**config.mk**
```make
export PLATFORM = sky130hd
export DESIGN_NAME = lora_time_on_air
export DESIGN_NICKNAME = d
export VERILOG_FILES = /design/src/rtl/core/lta_pkg.sv /design/src/rtl/core/lora_time_on_air.sv /design/src/rtl/core/lta_div.sv /design/src/rtl/core/lta_front.sv /design/src/rtl/core/lta_fifo.sv /design/src/rtl/core/lta_back.sv
export SDC_FILE = /design/constraint.sdc
export NUM_CORES = 2
export LEC_CHECK = 0
export BUFFER_PORTS_ARGS = -buffer_cell sky130_fd_sc_hd__buf_2
export CORE_ASPECT_RATIO = 2
export CORE_MARGIN = 1
export CORE_UTILIZATION = 60
export DETAILED_ROUTE_END_ITERATION = 8
export GPL_TIMING_DRIVEN = 0
export PLACE_DENSITY = 0.74
export SYNTH_ARGS = -nofsm -noshare
export SYNTH_HDL_FRONTEND = slang
export SYNTH_SLANG_ARGS = --single-unit
```
**constraint.sdc**
```tcl
create_clock -name clk -period 108.9 [get_ports clk]
set_input_delay 16.335 -clock clk [delete_from_list [all_inputs] [get_ports clk]]
set_output_delay 16.335 -clock clk [all_outputs]
set_load 0.05 [all_outputs]
```
**src/rtl/core/lta_pkg.sv**
```systemverilog
// Shared types and constants for the packet airtime calculator.
package lta_pkg;

	localparam int LEN_W     = 8;
	localparam int SF_W      = 4;
	localparam int BW_W      = 14;
	localparam int CR_W      = 4;
	localparam int PRE_W     = 16;
	localparam int CFG_IDX_W = 4;
	localparam int CFG_DAT_W = 16;
	localparam int AIR_W     = 24;

	localparam int SYM_NUM_W = 10;
	localparam int SYM_DEN_W = 4;
	localparam int PSYM_W    = 14;
	localparam int QSYM_W    = 19;
	localparam int AIR_NUM_W = 35;

	localparam int FIFO_DEPTH = 4;

	localparam logic [CFG_IDX_W-1:0] REG_SF  = CFG_IDX_W'(0);
	localparam logic [CFG_IDX_W-1:0] REG_BW  = CFG_IDX_W'(1);
	localparam logic [CFG_IDX_W-1:0] REG_CR  = CFG_IDX_W'(2);
	localparam logic [CFG_IDX_W-1:0] REG_PRE = CFG_IDX_W'(3);

	localparam logic [SF_W-1:0]  SF_RESET  = SF_W'(11);
	localparam logic [BW_W-1:0]  BW_RESET  = BW_W'(2000);
	localparam logic [CR_W-1:0]  CR_RESET  = CR_W'(5);
	localparam logic [PRE_W-1:0] PRE_RESET = PRE_W'(16);

	localparam logic [AIR_W-1:0] AIR_MAX = {AIR_W{1'b1}};

	typedef struct packed {
		logic [SF_W-1:0]  sf;
		logic [BW_W-1:0]  bw8;
		logic [CR_W-1:0]  cr;
		logic [PRE_W-1:0] pre;
	} lta_cfg_t;

	typedef struct packed {
		logic                 ldro;
		logic [SYM_NUM_W-1:0] dividend;
		logic [SYM_DEN_W-1:0] divisor;
	} lta_item_t;

endpackage

```
**src/rtl/core/lora_time_on_air.sv**
```systemverilog
// Top level of the packet airtime calculator: configuration registers and pipeline.
// Usage:
//  Slave stream s_*: one word per packet, s_tdata[7:0] = payload length in bytes.
//  Master stream m_*: one word per packet, m_tdata[23:0] = airtime in whole ms,
//  saturated; m_tuser[0] = low data rate optimisation flag.
//  Configuration channel cfg_*: cfg_index selects spreading factor (0), bandwidth in
//  0.125 kHz units (1), coding denominator (2) or preamble length (3); other indexes
//  are dropped. cfg_ready is always high. Write only while no packet is in flight.
//  Path from s_tvalid & s_tready to m_tvalid: the front register, the queue, the
//  10-stage symbol divider, two sum stages, the 35-stage airtime divider and the
//  output register; the dividers resolve one quotient bit per stage.
//  Throughput: one word per cycle while the output is not held by m_tready.
//  Reset: configuration returns to sf 11, 250 kHz, 4/5, 16 preamble symbols; the
//  pipeline and queue empty.
//  When m_tready is low while an output word waits, the back end holds; the front end
//  keeps taking words into its queue until it fills, then s_tready drops.
module lora_time_on_air #(
	parameter int FIFO_DEPTH = lta_pkg::FIFO_DEPTH
) (
	input  logic                            clk,
	input  logic                            arst_n,
	input  logic                            s_tvalid,
	output logic                            s_tready,
	input  logic [7:0]                      s_tdata,   // [7:0] payload_length
	output logic                            m_tvalid,
	input  logic                            m_tready,
	output logic [23:0]                     m_tdata,   // [23:0] airtime_ms
	output logic [0:0]                      m_tuser,   // [0] low_rate_optimize
	input  logic                            cfg_valid,
	output logic                            cfg_ready,
	input  logic [lta_pkg::CFG_IDX_W-1:0]   cfg_index,
	input  logic [lta_pkg::CFG_DAT_W-1:0]   cfg_data
);

	lta_pkg::lta_cfg_t  cfg_q;
	logic               f_valid;
	logic               f_ready;
	lta_pkg::lta_item_t f_item;
	logic               b_valid;
	logic               b_ready;
	lta_pkg::lta_item_t b_item;

	assign cfg_ready = 1'b1;

	always_ff @(posedge clk or negedge arst_n) begin
		if (!arst_n) begin
			cfg_q.sf  <= lta_pkg::SF_RESET;
			cfg_q.bw8 <= lta_pkg::BW_RESET;
			cfg_q.cr  <= lta_pkg::CR_RESET;
			cfg_q.pre <= lta_pkg::PRE_RESET;
		end else if (cfg_valid) begin
			unique case (cfg_index)
				lta_pkg::REG_SF:  cfg_q.sf  <= cfg_data[lta_pkg::SF_W-1:0];
				lta_pkg::REG_BW:  cfg_q.bw8 <= cfg_data[lta_pkg::BW_W-1:0];
				lta_pkg::REG_CR:  cfg_q.cr  <= cfg_data[lta_pkg::CR_W-1:0];
				lta_pkg::REG_PRE: cfg_q.pre <= cfg_data[lta_pkg::PRE_W-1:0];
				default: ;
			endcase
		end
	end

	lta_front u_front (
		.clk        (clk),
		.arst_n     (arst_n),
		.cfg        (cfg_q),
		.in_valid   (s_tvalid),
		.in_ready   (s_tready),
		.in_len     (s_tdata),
		.item_valid (f_valid),
		.item_ready (f_ready),
		.item       (f_item)
	);

	lta_fifo #(
		.DEPTH (FIFO_DEPTH)
	) u_fifo (
		.clk        (clk),
		.arst_n     (arst_n),
		.push_valid (f_valid),
		.push_ready (f_ready),
		.push_item  (f_item),
		.pop_valid  (b_valid),
		.pop_ready  (b_ready),
		.pop_item   (b_item)
	);

	lta_back u_back (
		.clk         (clk),
		.arst_n      (arst_n),
		.cfg         (cfg_q),
		.item_valid  (b_valid),
		.item_ready  (b_ready),
		.item        (b_item),
		.out_valid   (m_tvalid),
		.out_ready   (m_tready),
		.out_airtime (m_tdata),
		.out_ldro    (m_tuser[0])
	);

endmodule

```
**src/rtl/core/lta_div.sv**
```systemverilog
// Pipelined restoring divider, one quotient bit per stage, with sideband.
module lta_div #(
	parameter int NUM_W  = lta_pkg::SYM_NUM_W,
	parameter int DEN_W  = lta_pkg::SYM_DEN_W,
	parameter int SIDE_W = 1
) (
	input  logic              clk,
	input  logic              arst_n,
	input  logic              en,
	input  logic              in_valid,
	input  logic [NUM_W-1:0]  in_num,
	input  logic [DEN_W-1:0]  in_den,
	input  logic [SIDE_W-1:0] in_side,
	output logic              out_valid,
	output logic [NUM_W-1:0]  out_quo,
	output logic [SIDE_W-1:0] out_side
);

	logic              valid_q [NUM_W];
	logic [NUM_W-1:0]  work_q  [NUM_W];
	logic [DEN_W-1:0]  rem_q   [NUM_W];
	logic [DEN_W-1:0]  den_q   [NUM_W];
	logic [SIDE_W-1:0] side_q  [NUM_W];

	for (genvar k = 0; k < NUM_W; k++) begin : g_stage
		logic              v_prev;
		logic [NUM_W-1:0]  w_prev;
		logic [DEN_W-1:0]  r_prev;
		logic [DEN_W-1:0]  d_prev;
		logic [SIDE_W-1:0] s_prev;
		logic [DEN_W:0]    trial;
		logic              take;

		if (k == 0) begin : g_first
			assign v_prev = in_valid;
			assign w_prev = in_num;
			assign r_prev = '0;
			assign d_prev = in_den;
			assign s_prev = in_side;
		end else begin : g_next
			assign v_prev = valid_q[k-1];
			assign w_prev = work_q[k-1];
			assign r_prev = rem_q[k-1];
			assign d_prev = den_q[k-1];
			assign s_prev = side_q[k-1];
		end

		assign trial = {r_prev, w_prev[NUM_W-1]};
		assign take  = (trial >= {1'b0, d_prev});

		always_ff @(posedge clk or negedge arst_n) begin
			if (!arst_n) begin
				valid_q[k] <= 1'b0;
			end else if (en) begin
				valid_q[k] <= v_prev;
			end
		end

		always_ff @(posedge clk) begin
			if (en) begin
				work_q[k] <= {w_prev[NUM_W-2:0], take};
				rem_q[k]  <= take ? DEN_W'(trial - {1'b0, d_prev}) : trial[DEN_W-1:0];
				den_q[k]  <= d_prev;
				side_q[k] <= s_prev;
			end
		end
	end

	assign out_valid = valid_q[NUM_W-1];
	assign out_quo   = work_q[NUM_W-1];
	assign out_side  = side_q[NUM_W-1];

endmodule

```
**src/rtl/core/lta_front.sv**
```systemverilog
// Front end: accept a length word, work out the symbol division operands.
module lta_front (
	input  logic                        clk,
	input  logic                        arst_n,
	input  lta_pkg::lta_cfg_t           cfg,
	input  logic                        in_valid,
	output logic                        in_ready,
	input  logic [lta_pkg::LEN_W-1:0]   in_len,
	output logic                        item_valid,
	input  logic                        item_ready,
	output lta_pkg::lta_item_t          item
);

	logic               item_valid_s1;
	lta_pkg::lta_item_t item_s1;
	lta_pkg::lta_item_t item_d;
	logic [15:0]        chips;
	logic               ldro;
	logic signed [12:0] num;
	logic signed [5:0]  div_raw;
	logic [lta_pkg::SYM_DEN_W-1:0] div;
	logic [lta_pkg::SYM_NUM_W-1:0] n4;

	always_comb begin
		chips   = 16'(1) << cfg.sf;
		ldro    = (chips > {1'b0, cfg.bw8, 1'b0});
		num     = $signed({2'b00, in_len, 3'b000}) + 13'sd44
			- $signed({7'b0, cfg.sf, 2'b00});
		div_raw = $signed({2'b00, cfg.sf}) - (ldro ? 6'sd2 : 6'sd0);
		div     = (div_raw <= 6'sd0) ? lta_pkg::SYM_DEN_W'(1)
			: div_raw[lta_pkg::SYM_DEN_W-1:0];
		n4      = lta_pkg::SYM_NUM_W'((num + 13'sd3) >>> 2);
		item_d.ldro     = ldro;
		item_d.divisor  = div;
		item_d.dividend = (num > 13'sd0)
			? n4 + lta_pkg::SYM_NUM_W'(div) - lta_pkg::SYM_NUM_W'(1) : '0;
	end

	assign in_ready = !item_valid_s1 || item_ready;

	always_ff @(posedge clk or negedge arst_n) begin
		if (!arst_n) begin
			item_valid_s1 <= 1'b0;
		end else if (in_ready) begin
			item_valid_s1 <= in_valid;
		end
	end

	always_ff @(posedge clk) begin
		if (in_ready && in_valid) begin
			item_s1 <= item_d;
		end
	end

	assign item_valid = item_valid_s1;
	assign item       = item_s1;

endmodule

```
**src/rtl/core/lta_fifo.sv**
```systemverilog
// Short register queue between the front and back ends.
module lta_fifo #(
	parameter int DEPTH = lta_pkg::FIFO_DEPTH
) (
	input  logic               clk,
	input  logic               arst_n,
	input  logic               push_valid,
	output logic               push_ready,
	input  lta_pkg::lta_item_t push_item,
	output logic               pop_valid,
	input  logic               pop_ready,
	output lta_pkg::lta_item_t pop_item
);

	localparam int PTR_W = (DEPTH > 1) ? $clog2(DEPTH) : 1;
	localparam int CNT_W = $clog2(DEPTH + 1);

	lta_pkg::lta_item_t mem_q [DEPTH];
	logic [PTR_W-1:0] wr_ptr_q;
	logic [PTR_W-1:0] rd_ptr_q;
	logic [CNT_W-1:0] count_q;
	logic             push;
	logic             pop;

	assign push_ready = (count_q != CNT_W'(DEPTH));
	assign pop_valid  = (count_q != '0);
	assign push       = push_valid && push_ready;
	assign pop        = pop_valid && pop_ready;
	assign pop_item   = mem_q[rd_ptr_q];

	always_ff @(posedge clk or negedge arst_n) begin
		if (!arst_n) begin
			wr_ptr_q <= '0;
			rd_ptr_q <= '0;
			count_q  <= '0;
		end else begin
			if (push) begin
				wr_ptr_q <= (wr_ptr_q == PTR_W'(DEPTH - 1)) ? '0 : wr_ptr_q + PTR_W'(1);
			end
			if (pop) begin
				rd_ptr_q <= (rd_ptr_q == PTR_W'(DEPTH - 1)) ? '0 : rd_ptr_q + PTR_W'(1);
			end
			if (push && !pop) begin
				count_q <= count_q + CNT_W'(1);
			end else if (pop && !push) begin
				count_q <= count_q - CNT_W'(1);
			end
		end
	end

	always_ff @(posedge clk) begin
		if (push) begin
			mem_q[wr_ptr_q] <= push_item;
		end
	end

	a_count_bound: assert property (@(posedge clk) disable iff (!arst_n)
		count_q <= CNT_W'(DEPTH)) else $error("queue count beyond depth");
	a_ptr_gap: assert property (@(posedge clk) disable iff (!arst_n)
		(count_q == '0) || (count_q == CNT_W'(DEPTH)) |-> (wr_ptr_q == rd_ptr_q))
		else $error("queue pointers disagree with count");

endmodule

```
**src/rtl/core/lta_back.sv**
```systemverilog
// Back end: symbol division, quarter-symbol total, airtime division, output word.
module lta_back (
	input  logic                      clk,
	input  logic                      arst_n,
	input  lta_pkg::lta_cfg_t         cfg,
	input  logic                      item_valid,
	output logic                      item_ready,
	input  lta_pkg::lta_item_t        item,
	output logic                      out_valid,
	input  logic                      out_ready,
	output logic [lta_pkg::AIR_W-1:0] out_airtime,
	output logic                      out_ldro
);

	logic en;
	logic sym_valid;
	logic [lta_pkg::SYM_NUM_W-1:0] sym_quo;
	logic sym_ldro;
	logic                        valid_s1;
	logic [lta_pkg::PSYM_W-1:0]  psym_s1;
	logic                        ldro_s1;
	logic                        valid_s2;
	logic [lta_pkg::AIR_NUM_W-1:0] dividend_s2;
	logic                        ldro_s2;
	logic [lta_pkg::QSYM_W-1:0]  qsym;
	logic                        air_valid;
	logic [lta_pkg::AIR_NUM_W-1:0] air_quo;
	logic [1:0]                  air_side;
	logic                        out_valid_q;
	logic [lta_pkg::AIR_W-1:0]   airtime_q;
	logic                        ldro_q;
	logic                        sat;

	assign en         = !out_valid_q || out_ready;
	assign item_ready = en;

	lta_div #(
		.NUM_W  (lta_pkg::SYM_NUM_W),
		.DEN_W  (lta_pkg::SYM_DEN_W),
		.SIDE_W (1)
	) u_sym_div (
		.clk       (clk),
		.arst_n    (arst_n),
		.en        (en),
		.in_valid  (item_valid),
		.in_num    (item.dividend),
		.in_den    (item.divisor),
		.in_side   (item.ldro),
		.out_valid (sym_valid),
		.out_quo   (sym_quo),
		.out_side  (sym_ldro)
	);

	assign qsym = {1'b0, cfg.pre, 2'b00} + lta_pkg::QSYM_W'(17)
		+ lta_pkg::QSYM_W'({psym_s1, 2'b00});

	always_ff @(posedge clk or negedge arst_n) begin
		if (!arst_n) begin
			valid_s1    <= 1'b0;
			valid_s2    <= 1'b0;
			out_valid_q <= 1'b0;
		end else if (en) begin
			valid_s1    <= sym_valid;
			valid_s2    <= valid_s1;
			out_valid_q <= air_valid;
		end
	end

	always_ff @(posedge clk) begin
		if (en) begin
			psym_s1     <= lta_pkg::PSYM_W'(8)
				+ lta_pkg::PSYM_W'(sym_quo) * lta_pkg::PSYM_W'(cfg.cr);
			ldro_s1     <= sym_ldro;
			dividend_s2 <= lta_pkg::AIR_NUM_W'(qsym)
				<< ({1'b0, cfg.sf} + (lta_pkg::SF_W + 1)'(1));
			ldro_s2     <= ldro_s1;
			airtime_q   <= sat ? lta_pkg::AIR_MAX : air_quo[lta_pkg::AIR_W-1:0];
			ldro_q      <= air_side[0];
		end
	end

	lta_div #(
		.NUM_W  (lta_pkg::AIR_NUM_W),
		.DEN_W  (lta_pkg::BW_W),
		.SIDE_W (2)
	) u_air_div (
		.clk       (clk),
		.arst_n    (arst_n),
		.en        (en),
		.in_valid  (valid_s2),
		.in_num    (dividend_s2),
		.in_den    (cfg.bw8),
		.in_side   ({(cfg.bw8 == '0), ldro_s2}),
		.out_valid (air_valid),
		.out_quo   (air_quo),
		.out_side  (air_side)
	);

	assign sat = air_side[1] || (|air_quo[lta_pkg::AIR_NUM_W-1:lta_pkg::AIR_W]);

	assign out_valid   = out_valid_q;
	assign out_airtime = airtime_q;
	assign out_ldro    = ldro_q;

	a_zero_bw: assert property (@(posedge clk) disable iff (!arst_n)
		out_valid_q && (cfg.bw8 == '0) |-> (airtime_q == lta_pkg::AIR_MAX) && ldro_q)
		else $error("zero bandwidth must saturate");
	a_ldro: assert property (@(posedge clk) disable iff (!arst_n)
		out_valid_q |-> ldro_q == ((16'(1) << cfg.sf) > {1'b0, cfg.bw8, 1'b0}))
		else $error("low rate flag disagrees with configuration");

endmodule
```
## Word-level counts from Yosys, hierarchy flattened

Memory sizes are Yosys's and may differ from the RTL's. A register that Yosys moved wholly into a read port is not among the register bits.
Cells that the tools add are included.

- Memory bits (writable): 2525
- Memories: 9
- Bits of input ports: 33
- Output and inout port bits: 28
- Bits in registers: 184
- Word-level logic and storage cells: 265

Memories:

| memory | words | width | rd ports | clocked after memory_dff | wr ports | line | RTL |
|---|---|---|---|---|---|---|---|
| u_back.u_air_div.work_q | 35 | 35 | 35 | 0 | 35 | lta_div.sv:20 | `logic [NUM_W-1:0] work_q [NUM_W];` |
| u_back.u_air_div.den_q | 35 | 14 | 34 | 0 | 35 | lta_div.sv:22 | `logic [DEN_W-1:0] den_q [NUM_W];` |
| u_back.u_air_div.rem_q | 35 | 14 | 34 | 0 | 35 | lta_div.sv:21 | `logic [DEN_W-1:0] rem_q [NUM_W];` |
| u_back.u_sym_div.work_q | 10 | 10 | 10 | 0 | 10 | lta_div.sv:20 |  |
| u_back.u_air_div.side_q | 35 | 2 | 35 | 0 | 35 | lta_div.sv:23 | `logic [SIDE_W-1:0] side_q [NUM_W];` |
| u_fifo.mem_q | 4 | 15 | 1 | 0 | 1 | lta_fifo.sv:18 | `lta_pkg::lta_item_t mem_q [DEPTH];` |
| +3 memories | - | - | - | - | - | - |  |

- Multiply operators: 1
- Add/sub/neg operators: 59
- $lt $le $gt $ge: 48
- Eq/ne operators: 6
- Reduce and logical (&&, ||, !) cells: 21
- Muxes and demuxes: 55
- Shift operators: 2

Operators by type and width:

| kind | count |
|---|---|
| >= comparator 15 x 14 -> 1 bit | 34 |
| two-way mux 14 bit | 35 |
| subtractor 14 bit | 34 |
| >= comparator 5 x 4 -> 1 bit | 9 |
| two-way mux 4 bit | 11 |
| subtractor 4 bit | 9 |
| left shift 19 x 5 -> 35 bit | 1 |
| adder 18 x 5 -> 19 bit (second input constant) | 1 |
| adder 19 x 16 -> 19 bit | 1 |
| greater-than comparator 16 x 15 -> 1 bit | 1 |
| left shift 1 x 4 -> 16 bit (first input constant) | 1 |
| adder 4 x 14 -> 14 bit (first input constant) | 1 |
| >= comparator 1 x 14 -> 1 bit | 1 |
| logical NOT 14 bit | 1 |
| multiplier 10 x 4 -> 14 bit | 1 |
| subtractor 1 x 14 -> 14 bit | 1 |
| greater-than comparator 13 x 1 -> 1 bit (second input constant) | 1 |
| subtractor 12 x 6 -> 13 bit | 1 |
| adder 11 x 6 -> 12 bit (second input constant) | 1 |
| adder 12 x 3 -> 12 bit (second input constant) | 1 |
| OR reduction 11 bit | 1 |
| adder 10 x 4 -> 10 bit | 1 |
| subtractor 10 x 1 -> 10 bit (second input constant) | 1 |
| equality test 4 x 2 -> 1 bit (second input constant) | 2 |
| 21 further kinds | 41 |

## Longest topological paths before layout

- Depth after elaboration: 8
- Depth in mapped cells: 30
- Mapped depth without buffers: 29

## By module

A second synthesis with hierarchy kept.

- Cell total of the unflattened synthesis: 7990
- Area, all modules: 117440.1 µm²

Modules (own cells, without submodules):

| module | area each (µm²) | times used | cells an instance | seq. area each (µm²) |
|---|---|---|---|---|
| lta_div (u_back.u_air_div) | 97145.7 | 1 | 6453 | 68350.6 |
| lta_div (u_back.u_sym_div) | 7668.6 | 1 | 453 | 5715.5 |
| lta_back | 6321.1 | 1 | 631 | 2357.3 |
| lta_fifo | 2643.8 | 1 | 116 | 1976.9 |
| lta_front | 2110.8 | 1 | 250 | 475.5 |
| lora_time_on_air | 1550.2 | 1 | 87 | 965.9 |

## Worst setup path before layout

Ideal clock, no wire load.

- Path type: input port to flip-flop
- Start: input port m_tready
- End: register u_back.dividend_s2[0] (netlist bit), enable pin
- Arrival: 84.135 ns
- Stages on the path: 3
- Library setup time: 3.867 ns
- Setup slack: 20.898 ns
- Buffers on the path: 1
- Cell sequence: nor2b_1 -> inv_1 -> clkbuf_1

- Longest elaborated chain between the ends: 1

RTL lines:

| what | line | RTL |
|---|---|---|
| from (decl) | lora_time_on_air.sv:26 | `input logic m_tready,` |
| logical OR 1 bit | lta_back.sv:34 | `assign en = !out_valid_q \|\| out_ready;` |
| to (signal assigned) | lta_back.sv:74 | `dividend_s2 <= lta_pkg::AIR_NUM_W'(qsym)` |
| to (decl) | lta_back.sv:23 | `logic [lta_pkg::AIR_NUM_W-1:0] dividend_s2;` |

No other way between the ends.
A chain may end at the register's enable or synchronous reset.

==> impl_metrics.tcl <==
set metrics [dict create \
    synth.distinct_cells 93 \
    crit_top_cell "buf_16" \
    cp-end-kind "flop" \
    wl_microns 214400 \
    cts_made_buffers 223 \
    die_h_microns 623.3 \
    critPathKind "primary input to flop" \
    p_leak_uw 0.04963 \
    cts_setup_buffers 0 \
    synth_seq_cells 2674 \
    whs_ns 0.3810 \
    status "finished clean" \
    slowest_delay_ns 0.35 \
    overflow 0 \
    finalWeightedCongestion 0.9568 \
    dr.pass1.iters 6 \
    worstPathRequired_ns 109.43 \
    timing.critical_path.buf_inv 13 \
    rsz0062_at_grt "false" \
    cts_tree "built" \
    row_count 227 \
    ctsResizeCount 0 \
    die-area_sq_um 194900 \
    clkTransAtPathRegs_ns 0.07 \
    setup_viol 0 \
    io_buffer_count 59 \
    grt_max_degree 77 \
    fp.dieW_microns 312.6 \
    arrival_ns 20.44 \
    post-route-period-util_pct 18.28 \
    worstPathMaxFanout 76 \
    cap_violations 0 \
    setup_slack_ns 88.99 \
    insertion_delay_ns 0.87 \
    skew_ns 0.04853 \
    layout-drive-gt1-share_pct 11.05 \
    start_util_pct 60.49 \
    drt-initial-drc-count 3356 \
    fill_cells 13140 \
    path_delay_family "buffers and inverters" \
    synth_ff_type "edfxtp_1" \
    wl_per_cell_microns 19.89 \
    crit_chain "buf_2 > nor2b_1 > inv_1 > clkbuf_4 > buf_16 > buf_16 > buf_16 > buf_16 > buf_16 > buf_16 > buf_16 > buf_16 > buf_16 > buf_16" \
    hp-class "flop to flop" \
    clock_sinks 2674 \
    final_nets 8811 \
    yosys_warnings 0 \
    grt_pass1_wl_microns 336500 \
    slew_viol_final 0 \
    powerDensity_nw_per_um2 28.99 \
    synthCells 7761 \
    grt_usage_pct 22.03 \
    synthArstFlopShare_pct 3.515 \
    ctsRootBufferMaster "clkbuf_16" \
    drtAntennaViolNets 0 \
    finalCriticalPeriod_ns 19.91 \
    worstSetupStartpointType "primary input" \
    irDropWorstVdd_uv 16.44 \
    clk_path_buf_depth 4 \
    utilization_pct 66.72 \
    fmax_mhz 50.23 \
    netlist_area_sq_um 115800 \
    synth-seq-area-share_pct 68.95 \
    drcViolationCount 0 \
    area_growth_syn_to_layout_pct 10.30 \
    holdBufCountCts 0 \
    grt_pass1_vias 65310 \
    via_per_inst 5.703 \
    slew_headroom_pct 12.87 \
    synth_edf_count 2580 \
    vias 61490 \
    post-dp-hpwl_microns 152200 \
    core_area_sq_um 191400 \
    syn_area_per_cell_sq_um 14.92 \
    cpMaxStageDelayCell "buf_16" \
    antenna_found_initial 1 \
    finalHoldViolCount 0 \
    worst_pin_slew_ns 1.298 \
    htree_num_levels 4 \
    io_pins 61 \
    pre_cts_ws_ns 88.05 \
]
-- synthesized netlist by cell type, types with 29 or more instances --
library cell	instances	area (sq um)
nand4_1	81	506.7
nand2b_1	86	538.0
nor3_1	112	560.5
xnor2_1	171	1498
edfxtp_1	2580	77470
a211oi_1	59	442.9
a21oi_1	265	1326
nor2_1	244	915.9
xor2_1	185	1620
mux2i_1	68	680.7
buf_2	33	165.2
and3_1	55	344.1
fa_1	61	1221
nor2b_1	101	631.9
a21o_1	179	1344
mux2_2	327	3682
nand2_1	505	1896
o31ai_1	29	217.7
clkbuf_1	58	217.7
inv_1	798	2995
nand3_1	67	335.3
dfrtp_1	82	2052
a21boi_0	36	270.3
or2_2	47	294.0
o21bai_1	36	270.3
nor4_1	40	250.2
ha_1	630	7883
and2_1	64	400.4
a31oi_1	43	269.0
o21ai_0	273	1366
o21a_1	78	585.6
-- registers in the layout, indices dropped and copies added (netlist names), 2 cells and up --
| signal | cells |
|---|---|
| u_back.u_air_div.work_q | 1225 |
| u_back.u_air_div.den_q | 476 |
| u_back.u_air_div.rem_q | 476 |
| u_back.u_sym_div.work_q | 100 |
| u_back.u_air_div.side_q | 70 |
| u_fifo.mem_q | 60 |
| cfg_q | 38 |
| u_back.u_sym_div.den_q | 36 |
| u_back.u_sym_div.rem_q | 36 |
| u_back.dividend_s2 | 35 |
| u_back.u_air_div.g_stage.v_prev | 34 |
| u_back.out_airtime | 24 |
| u_front.item | 15 |
| u_back.psym_s1 | 14 |
| u_back.u_sym_div.side_q | 10 |
| u_back.u_sym_div.g_stage.v_prev | 9 |
| u_fifo.count_q | 3 |
| u_fifo.rd_ptr_q | 2 |
| u_fifo.wr_ptr_q | 2 |
-- routing by layer --
layer | vias to the layer above | part of all wire [%] | GRT usage (%)
met5 | - | 0 | 0
met4 | 0 | 6.7 | 14.19
met3 | 681 | 2.6 | 2.467
met1 | 30200 | 33 | 20.13
met2 | 1208 | 58 | 44.47
li1 | 29400 | - | -
-- power by group --
| part | internal [uW] | leakage (uW) | switching (uW) |
|---|---|---|---|
| Clock | 455 | 0.00358 | 357 |
| Sequential | 1470 | 0.0262 | 113 |
| Combinational | 568 | 0.0199 | 744 |
| Total | 2490 | 0.0496 | 1210 |
-- cell usage in the layout (no fill, tap or decap), types with 68 or more instances in the layout --
master	netlist	final
nor3_1	112	112
nor2b_1	101	101
buf_2	33	91
nand2b_1	86	86
inv_1	798	798
nand2_1	505	505
xnor2_1	171	171
mux2_2	327	327
nand4_1	81	81
mux2i_1	68	68
o21ai_0	273	273
dfrtp_1	82	82
clkbuf_16	0	229
a21oi_1	265	265
o21a_1	78	78
a21o_1	179	179
clkbuf_1	58	87
edfxtp_1	2580	2580
nor2_1	244	244
xor2_1	185	185
ha_1	630	630
-- area by class of cell --
cell class,instances,area [sq um],area share (%)
antenna,1,2.502,0.001959
multi-input combinational,4181,32500,25.44
sequential,2674,79840,62.51
tap,2519,3152,2.468
clock buffer,261,5871,4.596
timing repair buffer,100,1411,1.105
buffer,101,439.2,0.3438
clock inverter,138,1488,1.165
inverter,806,3025,2.369
-- worst paths after layout --
path | start | endpoint | slack [ns] | cells past startpoint
max reg2reg | cfg_q[34]$_DFFE_PN1P_ | u_front.item[13]$_SDFFCE_PP0P_ | 102.27 | 30
min reg2reg | u_back.u_air_div.work_q[23][21]$_DFFE_PN_ | u_back.u_air_div.work_q[24][22]$_DFFE_PN_ | 0.38 | 0
max in group asynchronous | arst_n | cfg_q[29]$_DFFE_PN1P_ | 92.78 | 2
max | m_tready | u_back.u_air_div.side_q[32][1]$_DFFE_PN_ | 88.99 | 14
min | u_back.u_air_div.work_q[23][21]$_DFFE_PN_ | u_back.u_air_div.work_q[24][22]$_DFFE_PN_ | 0.38 | 0
min in group asynchronous | arst_n | u_back.u_air_div.g_stage[17].v_prev$_DFFE_PN0N_ | 15.38 | 1
-- logic make-up after synthesis --
| group | synth area share (%) |
|---|---|
| other | 0.003238 |
| xor gates and xnor gates | 2.693 |
| AOI/OAI and AO/OA | 7.192 |
| DFF | 68.95 |
| adders and majority gates | 7.862 |
| and+or+nand+nor | 6.130 |
| muxes | 4.181 |
| buffers and inverters | 2.989 |
-- metrics by stage --
| stage | area, sq um | TNS, ns | std cells | power (uW) |
|---|---|---|---|---|
| after floorplan | 115800 | 0 | 7762 | 2693 |
| after global placement | 119200 | -3686.75 | 10340 | 3071 |
| after detailed placement | 120400 | 0 | 10380 | 2893 |
| after CTS | 127700 | 0 | 10780 | 3726 |
| after global routing | 127700 | 0 | 10780 | 3907 |
| final | 127700 | 0 | 10780 | 3703 |
(Power assumes the default switching activity.)
